`src/sv/lcdseq_pkg.sv`:
```
`timescale 1ns / 1ps

package lcdseq_pkg;

  localparam int unsigned TICK_W = 20;

  typedef enum logic [2:0] {
    PH_IDLE    = 3'd0,
    PH_SETUP   = 3'd1,
    PH_ELOW    = 3'd2,
    PH_EHIGH   = 3'd3,
    PH_RESLOW  = 3'd4,
    PH_RESWAIT = 3'd5
  } phase_t;

  typedef enum logic [1:0] {
    OP_TICK  = 2'd0,
    OP_WRITE = 2'd1,
    OP_INIT  = 2'd2,
    OP_SPARE = 2'd3
  } op_t;

  typedef enum logic [2:0] {
    REG_SETUP      = 3'd0,
    REG_ENABLE_LOW = 3'd1,
    REG_ENABLE_HI  = 3'd2,
    REG_RESET_LOW  = 3'd3,
    REG_RESET_WAIT = 3'd4
  } reg_idx_t;

  typedef struct packed {
    logic [7:0]        setup_ticks;
    logic [7:0]        enable_low_ticks;
    logic [15:0]       enable_high_ticks;
    logic [TICK_W-1:0] reset_low_ticks;
    logic [TICK_W-1:0] reset_wait_ticks;
  } cfg_t;

  typedef struct packed {
    phase_t            phase;
    logic [TICK_W-1:0] tick_count;
    logic              init_active;
    logic [7:0]        bus;
    logic              a0;
    logic              cs;
    logic              e;
    logic              res;
  } seq_state_t;

  localparam seq_state_t SEQ_STATE_RST = '{
    phase:       PH_IDLE,
    tick_count:  '0,
    init_active: 1'b0,
    bus:         8'h00,
    a0:          1'b0,
    cs:          1'b0,
    e:           1'b0,
    res:         1'b0
  };

  // Zero programmed ticks behaves as one tick.
  function automatic logic [TICK_W-1:0] phase_ticks(input logic [TICK_W-1:0] ticks);
    phase_ticks = (ticks == '0) ? TICK_W'(1) : ticks;
  endfunction

  // Start-up command table; indexes outside 0 to 13 return 8'hE3.
  function automatic logic [7:0] start_cmd(input logic [3:0] idx);
    logic [7:0] cmd;
    unique case (idx)
      4'd0, 4'd1:   cmd = 8'hE2;
      4'd2, 4'd3:   cmd = 8'hEE;
      4'd4, 4'd5:   cmd = 8'hA4;
      4'd6, 4'd7:   cmd = 8'hA9;
      4'd8, 4'd9:   cmd = 8'hC0;
      4'd10:        cmd = 8'hA1;
      4'd11:        cmd = 8'hA0;
      4'd12, 4'd13: cmd = 8'hAF;
      default:      cmd = 8'hE3;
    endcase
    start_cmd = cmd;
  endfunction

endpackage

```
`src/sv/lcdseq_cfg.sv`:
```
`timescale 1ns / 1ps

module lcdseq_cfg (
  input  logic                clk,
  input  logic                rst_n,
  input  logic                we,
  input  logic [2:0]          index,
  input  logic [19:0]         wdata,
  output lcdseq_pkg::cfg_t    cfg
);

  lcdseq_pkg::cfg_t cfg_r;

  always_ff @(posedge clk) begin
    if (!rst_n) begin
      cfg_r.setup_ticks       <= 8'd1;
      cfg_r.enable_low_ticks  <= 8'd3;
      cfg_r.enable_high_ticks <= 16'd144;
      cfg_r.reset_low_ticks   <= 20'd792;
      cfg_r.reset_wait_ticks  <= 20'd79200;
    end else if (we) begin
      unique case (index)
        lcdseq_pkg::REG_SETUP:      cfg_r.setup_ticks       <= wdata[7:0];
        lcdseq_pkg::REG_ENABLE_LOW: cfg_r.enable_low_ticks  <= wdata[7:0];
        lcdseq_pkg::REG_ENABLE_HI:  cfg_r.enable_high_ticks <= wdata[15:0];
        lcdseq_pkg::REG_RESET_LOW:  cfg_r.reset_low_ticks   <= wdata;
        lcdseq_pkg::REG_RESET_WAIT: cfg_r.reset_wait_ticks  <= wdata;
        default: ;  // drop writes to unmapped indexes
      endcase
    end
  end

  assign cfg = cfg_r;

endmodule

```
`src/sv/lcdseq_step.sv`:
```
`timescale 1ns / 1ps

module lcdseq_step #(
  parameter int unsigned INIT_COMMANDS = 14,
  parameter int unsigned STEP_W        = 4
) (
  input  lcdseq_pkg::seq_state_t state_i,
  input  logic [STEP_W-1:0]      step_i,
  input  lcdseq_pkg::cfg_t       cfg,
  input  lcdseq_pkg::op_t        op,
  input  logic [7:0]             data_byte,
  input  logic                   is_data,
  input  logic                   left_chip,
  output lcdseq_pkg::seq_state_t state_o,
  output logic [STEP_W-1:0]      step_o,
  output logic                   busy,
  output logic                   rejected
);

  logic [4:0] step_ext;

  assign step_ext = 5'(step_i);

  always_comb begin
    state_o  = state_i;
    step_o   = step_i;
    rejected = 1'b0;
    if (state_i.phase != lcdseq_pkg::PH_IDLE) begin
      rejected = (op == lcdseq_pkg::OP_WRITE) || (op == lcdseq_pkg::OP_INIT);
      if (state_i.tick_count > lcdseq_pkg::TICK_W'(1)) begin
        state_o.tick_count = state_i.tick_count - lcdseq_pkg::TICK_W'(1);
      end else begin
        unique case (state_i.phase)
          lcdseq_pkg::PH_SETUP: begin
            state_o.e          = 1'b0;
            state_o.phase      = lcdseq_pkg::PH_ELOW;
            state_o.tick_count = lcdseq_pkg::phase_ticks(
                                   lcdseq_pkg::TICK_W'(cfg.enable_low_ticks));
          end
          lcdseq_pkg::PH_ELOW: begin
            state_o.e          = 1'b1;
            state_o.phase      = lcdseq_pkg::PH_EHIGH;
            state_o.tick_count = lcdseq_pkg::phase_ticks(
                                   lcdseq_pkg::TICK_W'(cfg.enable_high_ticks));
          end
          lcdseq_pkg::PH_RESLOW: begin
            state_o.res        = 1'b1;
            state_o.phase      = lcdseq_pkg::PH_RESWAIT;
            state_o.tick_count = lcdseq_pkg::phase_ticks(cfg.reset_wait_ticks);
          end
          lcdseq_pkg::PH_EHIGH, lcdseq_pkg::PH_RESWAIT: begin
            if (state_i.init_active && (step_ext < 5'(INIT_COMMANDS))) begin
              // Issue the next start-up command, alternating left and right.
              state_o.bus        = lcdseq_pkg::start_cmd(step_ext[3:0]);
              state_o.a0         = 1'b0;
              state_o.cs         = ~step_ext[0];
              state_o.phase      = lcdseq_pkg::PH_SETUP;
              state_o.tick_count = lcdseq_pkg::phase_ticks(
                                     lcdseq_pkg::TICK_W'(cfg.setup_ticks));
              step_o             = STEP_W'(step_ext + 5'd1);
            end else begin
              state_o.init_active = 1'b0;
              state_o.phase       = lcdseq_pkg::PH_IDLE;
              state_o.tick_count  = '0;
            end
          end
          default: begin
            state_o.init_active = 1'b0;
            state_o.phase       = lcdseq_pkg::PH_IDLE;
            state_o.tick_count  = '0;
          end
        endcase
      end
    end else if (op == lcdseq_pkg::OP_WRITE) begin
      state_o.bus        = data_byte;
      state_o.a0         = is_data;
      state_o.cs         = left_chip;
      state_o.phase      = lcdseq_pkg::PH_SETUP;
      state_o.tick_count = lcdseq_pkg::phase_ticks(lcdseq_pkg::TICK_W'(cfg.setup_ticks));
    end else if (op == lcdseq_pkg::OP_INIT) begin
      state_o.e           = 1'b1;
      state_o.res         = 1'b0;
      state_o.init_active = 1'b1;
      step_o              = '0;
      state_o.phase       = lcdseq_pkg::PH_RESLOW;
      state_o.tick_count  = lcdseq_pkg::phase_ticks(cfg.reset_low_ticks);
    end
  end

  assign busy = (state_o.phase != lcdseq_pkg::PH_IDLE);

endmodule

```
`src/sv/lcd_parallel_bus_write_sequencer_unit.sv`:
```
`timescale 1ns / 1ps

// Pin-level write sequencer for a dual-controller graphic LCD on an 8-bit bus.
// Each input beat is one timing tick; in_tuser carries the op (plain tick,
// byte-write request or init request) with the A0 and CS levels for a write,
// and in_tdata holds the byte. Every input beat yields exactly one output beat
// carrying the pin levels (bus, A0, CS, E, RES) after that tick, the busy flag
// and a flag that marks a request ignored because a sequence was still running.
// Phase lengths come from the cfg_ write port, which the user must write only
// while the block is idle, which the block itself does not enforce; an unmapped index is dropped.
// A beat accepted into the input register moves into the result register once
// that slot is free and is then offered at the output (one input register, one
// result register). Throughput: one beat per cycle while the receiver does not
// stall, set by the combinational sequencer update between the two registers.
// Reset clears the sequencer to idle with every pin latch low and loads the
// default phase lengths. When the receiver stalls, the result register holds
// and the input register fills; in_tready falls only when both are full.
module lcd_parallel_bus_write_sequencer_unit #(
  parameter int unsigned INIT_COMMANDS = 14
) (
  input  logic        clk,
  input  logic        rst_n,
  input  logic        in_tvalid,
  output logic        in_tready,
  input  logic [7:0]  in_tdata,   // data_byte[7:0]
  input  logic [3:0]  in_tuser,   // op[1:0], is_data[2], left_chip[3]
  output logic        out_tvalid,
  input  logic        out_tready,
  output logic [15:0] out_tdata,  // bus_byte[7:0], a0_pin[8], cs_pin[9], e_pin[10],
                                  // res_pin[11], busy_res[12], rejected[13], zero pad
  input  logic        cfg_we,
  input  logic [2:0]  cfg_index,
  input  logic [19:0] cfg_wdata
);

  localparam int unsigned STEP_W = $clog2(INIT_COMMANDS + 1);

  lcdseq_pkg::cfg_t       cfg;
  lcdseq_pkg::seq_state_t state_r, state_nxt;
  logic [STEP_W-1:0]      step_r, step_nxt;

  // Input register.
  logic              in_valid_r;
  lcdseq_pkg::op_t   in_op_r;
  logic [7:0]        in_byte_r;
  logic              in_a0_r;
  logic              in_cs_r;

  // Result register.
  logic              out_valid_r;
  logic [15:0]       out_data_r;

  logic              busy;
  logic              rejected;
  logic              advance;

  // Move the held beat into the result register when that slot is free.
  assign advance   = in_valid_r && (!out_valid_r || out_tready);
  assign in_tready = !in_valid_r || advance;

  lcdseq_cfg u_cfg (
    .clk   (clk),
    .rst_n (rst_n),
    .we    (cfg_we),
    .index (cfg_index),
    .wdata (cfg_wdata),
    .cfg   (cfg)
  );

  lcdseq_step #(
    .INIT_COMMANDS (INIT_COMMANDS),
    .STEP_W        (STEP_W)
  ) u_step (
    .state_i   (state_r),
    .step_i    (step_r),
    .cfg       (cfg),
    .op        (in_op_r),
    .data_byte (in_byte_r),
    .is_data   (in_a0_r),
    .left_chip (in_cs_r),
    .state_o   (state_nxt),
    .step_o    (step_nxt),
    .busy      (busy),
    .rejected  (rejected)
  );

  // Capture an accepted beat; drop the valid once it has advanced.
  always_ff @(posedge clk) begin
    if (!rst_n) begin
      in_valid_r <= 1'b0;
    end else if (in_tready) begin
      in_valid_r <= in_tvalid;
    end
  end

  always_ff @(posedge clk) begin
    if (in_tvalid && in_tready) begin
      in_op_r   <= lcdseq_pkg::op_t'(in_tuser[1:0]);
      in_byte_r <= in_tdata;
      in_a0_r   <= in_tuser[2];
      in_cs_r   <= in_tuser[3];
    end
  end

  // Advance the sequencer exactly once per beat, as it enters the result slot.
  always_ff @(posedge clk) begin
    if (!rst_n) begin
      state_r <= lcdseq_pkg::SEQ_STATE_RST;
      step_r  <= '0;
    end else if (advance) begin
      state_r <= state_nxt;
      step_r  <= step_nxt;
    end
  end

  always_ff @(posedge clk) begin
    if (!rst_n) begin
      out_valid_r <= 1'b0;
    end else if (!out_valid_r || out_tready) begin
      out_valid_r <= in_valid_r;
    end
  end

  always_ff @(posedge clk) begin
    if (advance) begin
      out_data_r <= {2'b00, rejected, busy, state_nxt.res, state_nxt.e,
                     state_nxt.cs, state_nxt.a0, state_nxt.bus};
    end
  end

  assign out_tvalid = out_valid_r;
  assign out_tdata  = out_data_r;

endmodule
```
`config.mk`:
```
export PLATFORM = sky130hd
export DESIGN_NAME = lcd_parallel_bus_write_sequencer_unit
export DESIGN_NICKNAME = d
export VERILOG_FILES = /design/src/sv/lcdseq_pkg.sv /design/src/sv/lcdseq_cfg.sv /design/src/sv/lcdseq_step.sv /design/src/sv/lcd_parallel_bus_write_sequencer_unit.sv
export SDC_FILE = /design/constraint.sdc
export NUM_CORES = 1
export LEC_CHECK = 0
export BUFFER_PORTS_ARGS = -buffer_cell sky130_fd_sc_hd__buf_4
export CAP_MARGIN = 20
export CELL_PAD_IN_SITES_DETAIL_PLACEMENT = 1
export CELL_PAD_IN_SITES_GLOBAL_PLACEMENT = 1
export CORE_MARGIN = 2
export CORE_UTILIZATION = 41
export CTS_CLUSTER_DIAMETER = 60
export CTS_CLUSTER_SIZE = 28
export DETAILED_ROUTE_END_ITERATION = 6
export PLACE_DENSITY = 0.83
export SKIP_CTS_REPAIR_TIMING = 1
export SLEW_MARGIN = 20
export SYNTH_ARGS = -nofsm -noshare
export SYNTH_HDL_FRONTEND = slang
export SYNTH_SLANG_ARGS = --single-unit
```
`constraint.sdc`:
```
create_clock -name clk -period 6 [get_ports clk]
set_clock_uncertainty 0.1 [all_clocks]
set_input_delay 0.9 -clock clk [delete_from_list [all_inputs] [get_ports clk]]
set_output_delay 0.9 -clock clk [all_outputs]
set_load 0.005 [all_outputs]
```
Word-level counts from Yosys, hierarchy flattened

Memory sizes are Yosys's and may differ from the RTL's. A register that Yosys moved wholly into a read port is not among the register bits.
Index checks and enable logic that the tools add are counted.

Add/sub/neg operators: 2
$mul: 0
Divide/modulo/power cells: 0
Order comparisons: 2
Equal/unequal tests: 17
Shift-type cells: 0
Muxes and demuxes: 31
Bitwise operators: 1
Reduce and logical (&&, ||, !) cells: 28

Operator list:

| kind                  | number |
|---|---|
| $pmux 23 s4           | 1 |
| $mux 20               | 3 |
| $logic_not 20->1      | 2 |
| $mux 36               | 1 |
| $mux 4                | 8 |
| $mux 10               | 3 |
| $mux 24               | 1 |
| $mux 23               | 1 |
| $mux 21               | 1 |
| $gt 20x1->1 const B   | 1 |
| $sub 20x1->20 const B | 1 |
| $logic_not 16->1      | 1 |
| $logic_not 8->1       | 2 |
| $mux 16               | 1 |
| $mux 8                | 2 |
| $mux 13               | 1 |
| $eq 3x2->1 const B    | 4 |
| $reduce_and 2->1      | 6 |
| $reduce_and 6->1      | 2 |
| $eq 3x3->1 const B    | 3 |
| $reduce_bool 3->1     | 3 |
| $ne 2x2->1 const B    | 4 |
| $eq 3x1->1 const B    | 2 |
| $add 4x1->4 const B   | 1 |
| other kinds (17)      | 26 |

Bits in registers: 140
Latch bits: 0
RAM bits: 0
Bits in read-only memories: 96
Input bits: 40
Logic and storage cells: 104
Memories: 1

Memories:

| memory           | words | bits a word | rd ports | clocked after memory_dff | wr ports | line             | RTL |
|---|---|---|---|---|---|---|---|
| (name not given) | 16    | 6           | 1        | 1                        | 0        | lcdseq_pkg.sv:69 | `unique case (idx)` |

Longest topological paths before layout

Depth in word-level cells: 8
Gate-level depth with buffers: 12
Gate-level depth less buffers: 11

By module

Synthesis repeated with hierarchy kept, for this count alone.

Cells, all modules: 813
Area, all modules: 7370.8 um^2

Modules (own cells, without submodules):

| module                                | times used | cells each | area an instance (um^2) | sequential area each (um^2) |
|---|---|---|---|---|
| lcdseq_cfg                            | 1          | 277        | 2813.9                  | 1441.4 |
| lcd_parallel_bus_write_sequencer_unit | 1          | 212        | 2521.2                  | 1621.6 |
| lcdseq_step                           | 1          | 324        | 2035.7                  | 0.0 |

Worst setup path before layout

No wires, ideal clock.

Kind: register -> register
Start point: reg state_r[15] in the netlist's numbering
End point: reg with a tool-made name
Setup time: 0.145 ns
Arrival time: 2.746 ns
Slack: 3.009 ns
Cell stages (with the launch flop): 11
Path buffers: 1
Period minus slack after synthesis: 2.991 ns
Path through: dfxtp_1 or4_4 or4_4 buf_6 nor3_2 o211ai_1 xor2_1 nor2_1 ha_1 nand2_1 o2111ai_1

RTL lines:

| element                  | line                                         | RTL |
|---|---|---|
| start: declaration       | lcd_parallel_bus_write_sequencer_unit.sv:39  | `lcdseq_pkg::seq_state_t state_r, state_nxt;` |
| start signal: assignment | lcd_parallel_bus_write_sequencer_unit.sv:108 | `state_r <= lcdseq_pkg::SEQ_STATE_RST;` |
| start signal: assignment | lcd_parallel_bus_write_sequencer_unit.sv:111 | `state_r <= state_nxt;` |

==> impl_metrics.env <==
export IMPL_gp_congestion=0.8842
export IMPL_wl_per_cell_um=20.28
export IMPL_cp_num_buf_inv=0
export IMPL_power_density_nw_per_um2=321.2
export IMPL_crit_type="flop to flop"
export IMPL_die_h_um=132.9
export IMPL_fmax_mhz=303.4
export IMPL_layout_commonest_cell="nand2_1"
export IMPL_via_per_inst=5.829
export IMPL_hold_path_startpoint="u_cfg.cfg[35]"
export IMPL_total_power_mw=2.555
export IMPL_leakagePower_nw=2.928
export IMPL_grt_usage_pct=25.68
export IMPL_core_area_um2=16410
export IMPL_netlist_instances=833
export IMPL_grt_pass1_wl_um=35450
export IMPL_syn_avg_cell_area_um2=8.177
export IMPL_setup_viol_count_final=0
export IMPL_switching_share_pct=27.63
export IMPL_synth_seq_cells=146
export IMPL_drtPass1Iterations=4
export IMPL_fin_crit_sh_pct=54.93
export IMPL_yosys_warnings=0
export IMPL_crit_arrival_ps=3460
export IMPL_hp_class="flop to flop"
export IMPL_cpPeakStageDelay_ps=690
export IMPL_p_seq_share_pct=42.1
export IMPL_rows=47
export IMPL_synth_flop_cell="dfxtp_1"
export IMPL_io_pin_count=58
export IMPL_path_max_fanout=7
export IMPL_period_needed_ps=3296
export IMPL_grt_overflow=0
export IMPL_fin_setup_tns_ps=0
export IMPL_drt_initial_drc_count=479
export IMPL_antenna_cells=0
export IMPL_r2r_slack_ps=2700
export IMPL_cts_max_level=4
export IMPL_r2r_cells=9
export IMPL_holdPathEnd="u_cfg.cfg[35]"
export IMPL_worst_slew_pin_slew_ps=1156
export IMPL_area_growth_syn_to_layout_pct=16.75
export IMPL_portBuffers=55
export IMPL_cts_tree="done"
export IMPL_end_kind="flop"
export IMPL_cts_buffer_depth=2
export IMPL_grt_max_degree=69
export IMPL_hpwl_um=15130
export IMPL_path_clk_slew_ps=60
export IMPL_ys_seq_area_share_pct=46.73
export IMPL_routed_wl_um=22170
export IMPL_final_max_slew_viol_count=0
export IMPL_fill_cells=1972
export IMPL_clk_latency_ps=430
export IMPL_maxCapViolCount=0
export IMPL_antenna_found_initial=0
export IMPL_netlist_area_um2=6812
export IMPL_path_depth=9
export IMPL_cts_made_buffers=17
export IMPL_crit_path_cell_trace="or4_1, or4_4, nor3_2, o211ai_1, xor2_1, nor2_1, ha_1, nand2_1, o2111ai_1"
export IMPL_grt_pass1_vias=6516
export IMPL_synth_edf_count=26
export IMPL_rsz0062_at_grt="no"
export IMPL_drive_gt1_share_pct=12.94
export IMPL_start_util_pct=41.52
export IMPL_crit_path_start_kind="flop"
export IMPL_max_slew_margin_pct=22.95
export IMPL_regToRegStartpoint="state_r[17]"
export IMPL_cts_sinks=146
export IMPL_final_hold_viol_count=0
export IMPL_p_comb_share_pct=13.5
export IMPL_synth_cell_type_count=69
export IMPL_cp_required_ps=6170
export IMPL_dieWidth_um=132.9
export IMPL_critPathTopFamily="simple AND/OR/NAND/NOR gates"
export IMPL_async_reset_ff_share_pct=0
export IMPL_peakVddDrop_uv=222.1
export IMPL_status="finished clean"
export IMPL_cts_root_buf="clkbuf_16"
export IMPL_drc_errors=0
export IMPL_vias=6371
export IMPL_crit_slowest_cell="or4_1"
export IMPL_final_cell_mix="nand2_1 (180), dfxtp_1 (120), a21oi_1 (109), buf_4 (61), nor2_1 (48)"
export IMPL_die_area_um2=17660
export IMPL_p_sw_mw=0.7059
export IMPL_p_int_mw=1.849
export IMPL_p_clk_share_pct=44.3
export IMPL_antenna_left=0
export IMPL_layout_nets=908
export IMPL_worstHoldPathCells=2
[per-layer routing]
layer / up-vias / wire (µm) / GRT usage, %
met5: - / 0 / 0
met4: 0 / 542 / 10.27
met3: 40 / 966 / 4.981
met2: 164 / 10850 / 42.72
met1: 3125 / 9814 / 32.87
li1: 3042 / - / -
[cells in the mapped netlist (3+ instances only)]
master    number  share of area, %
dfxtp_1      120                35
and3_1         4              0.37
a21oi_1      109               8.0
nand3b_1       8              0.88
nor3_1        15               1.1
edfxtp_1      26                11
or3_1          4              0.37
inv_1         19               1.0
ha_1           8               1.5
o211ai_1       6              0.66
a22oi_1        9              0.99
a221o_1        3              0.44
o21ai_0       46               3.4
xor2_1         6              0.77
a222oi_1       3              0.44
or4_1          5              0.55
nor2_1        49               2.7
clkbuf_1      48               2.6
a221oi_1      13               1.7
or2_2          4              0.37
a31oi_1        4              0.37
o41ai_1        3              0.39
nand2b_1       5              0.46
nor3b_1        5              0.55
nand4_1        4              0.37
nand2_1      180               9.9
o221a_2        3              0.50
a211oi_1       8              0.88
nor2b_1        7              0.64
nor4_1        19               1.7
nand3_1       32               2.4
o22ai_1        8              0.73
[worst reg2reg max path: stages (launching register included)]
cell	delay [ps]
dfxtp_1	360
or4_1	690
or4_4	540
nor3_2	360
o211ai_1	190
xor2_1	200
nor2_1	210
ha_1	280
nand2_1	80
o2111ai_1	120
[sequential cells by signal, indices dropped and copies added (netlist names), named ones only]
| signal | count |
|---|---|
| in_cs_r | 1 |
| u_cfg.cfg | 72 |
| out_tvalid | 1 |
| step_r | 4 |
| out_tdata | 14 |
| in_op_r | 2 |
| in_valid_r | 1 |
| state_r | 36 |
| in_byte_r | 8 |
| in_a0_r | 1 |
[logic make-up after synthesis]
group / Yosys count / share of synthesized area [%]
simple gates: 354 / 24.27
compound gates: 241 / 21.95
flops: 146 / 46.73
buf+inv: 74 / 4.335
fa+ha+maj: 8 / 1.470
xor+xnor: 8 / 1.029
other cells: 1 / 0.05505
mux: 1 / 0.1653
[power by group through the flow]
| stage | registers, mW | clock network [mW] | logic (mW) |
|---|---|---|---|
| after floorplan | 1.08 | 0 | 0.238 |
| after global placement | 1.09 | 0 | 0.332 |
| after detailed placement | 1.10 | 0 | 0.340 |
| after CTS | 1.07 | 1.15 | 0.343 |
| after global routing | 1.08 | 1.19 | 0.377 |
| final | 1.08 | 1.13 | 0.346 |
[final cells by class]
class	instances	area [µm²]	area share (%)
sequential	146	3183	40.03
timing repair buffer	61	457.9	5.758
tap	220	275.3	3.461
clock inverter	12	153.9	1.935
multi-input combinational	614	3339	41.99
clock buffer	20	467.9	5.884
inverter	20	75.07	0.9440
[worst max path at each step]
stage                     start   end
CTS                 state_r[17]  flop
global route        state_r[17]  flop
detailed placement  state_r[17]  flop
finish              state_r[17]  flop
global placement    state_r[17]  flop
floorplan           state_r[15]  flop
[stage by stage]
step / instance area [µm²] / std cells / setup WS, ps / hold WS, ps / util, %
floorplan: 6815 / 834 / 3009 / 335.3 / -
global placement: 7328 / 1061 / 2833 / 356.0 / 44.67
detailed placement: 7328 / 1061 / 2729 / 365.7 / 44.67
CTS: 7950 / 1093 / 2707 / 382.4 / 48.46
global route: 7953 / 1093 / 2468 / 408.6 / 48.47
finish: 7953 / 1093 / 2704 / 383.7 / 48.47
No activity file was read; power rests on OpenSTA's default activity.
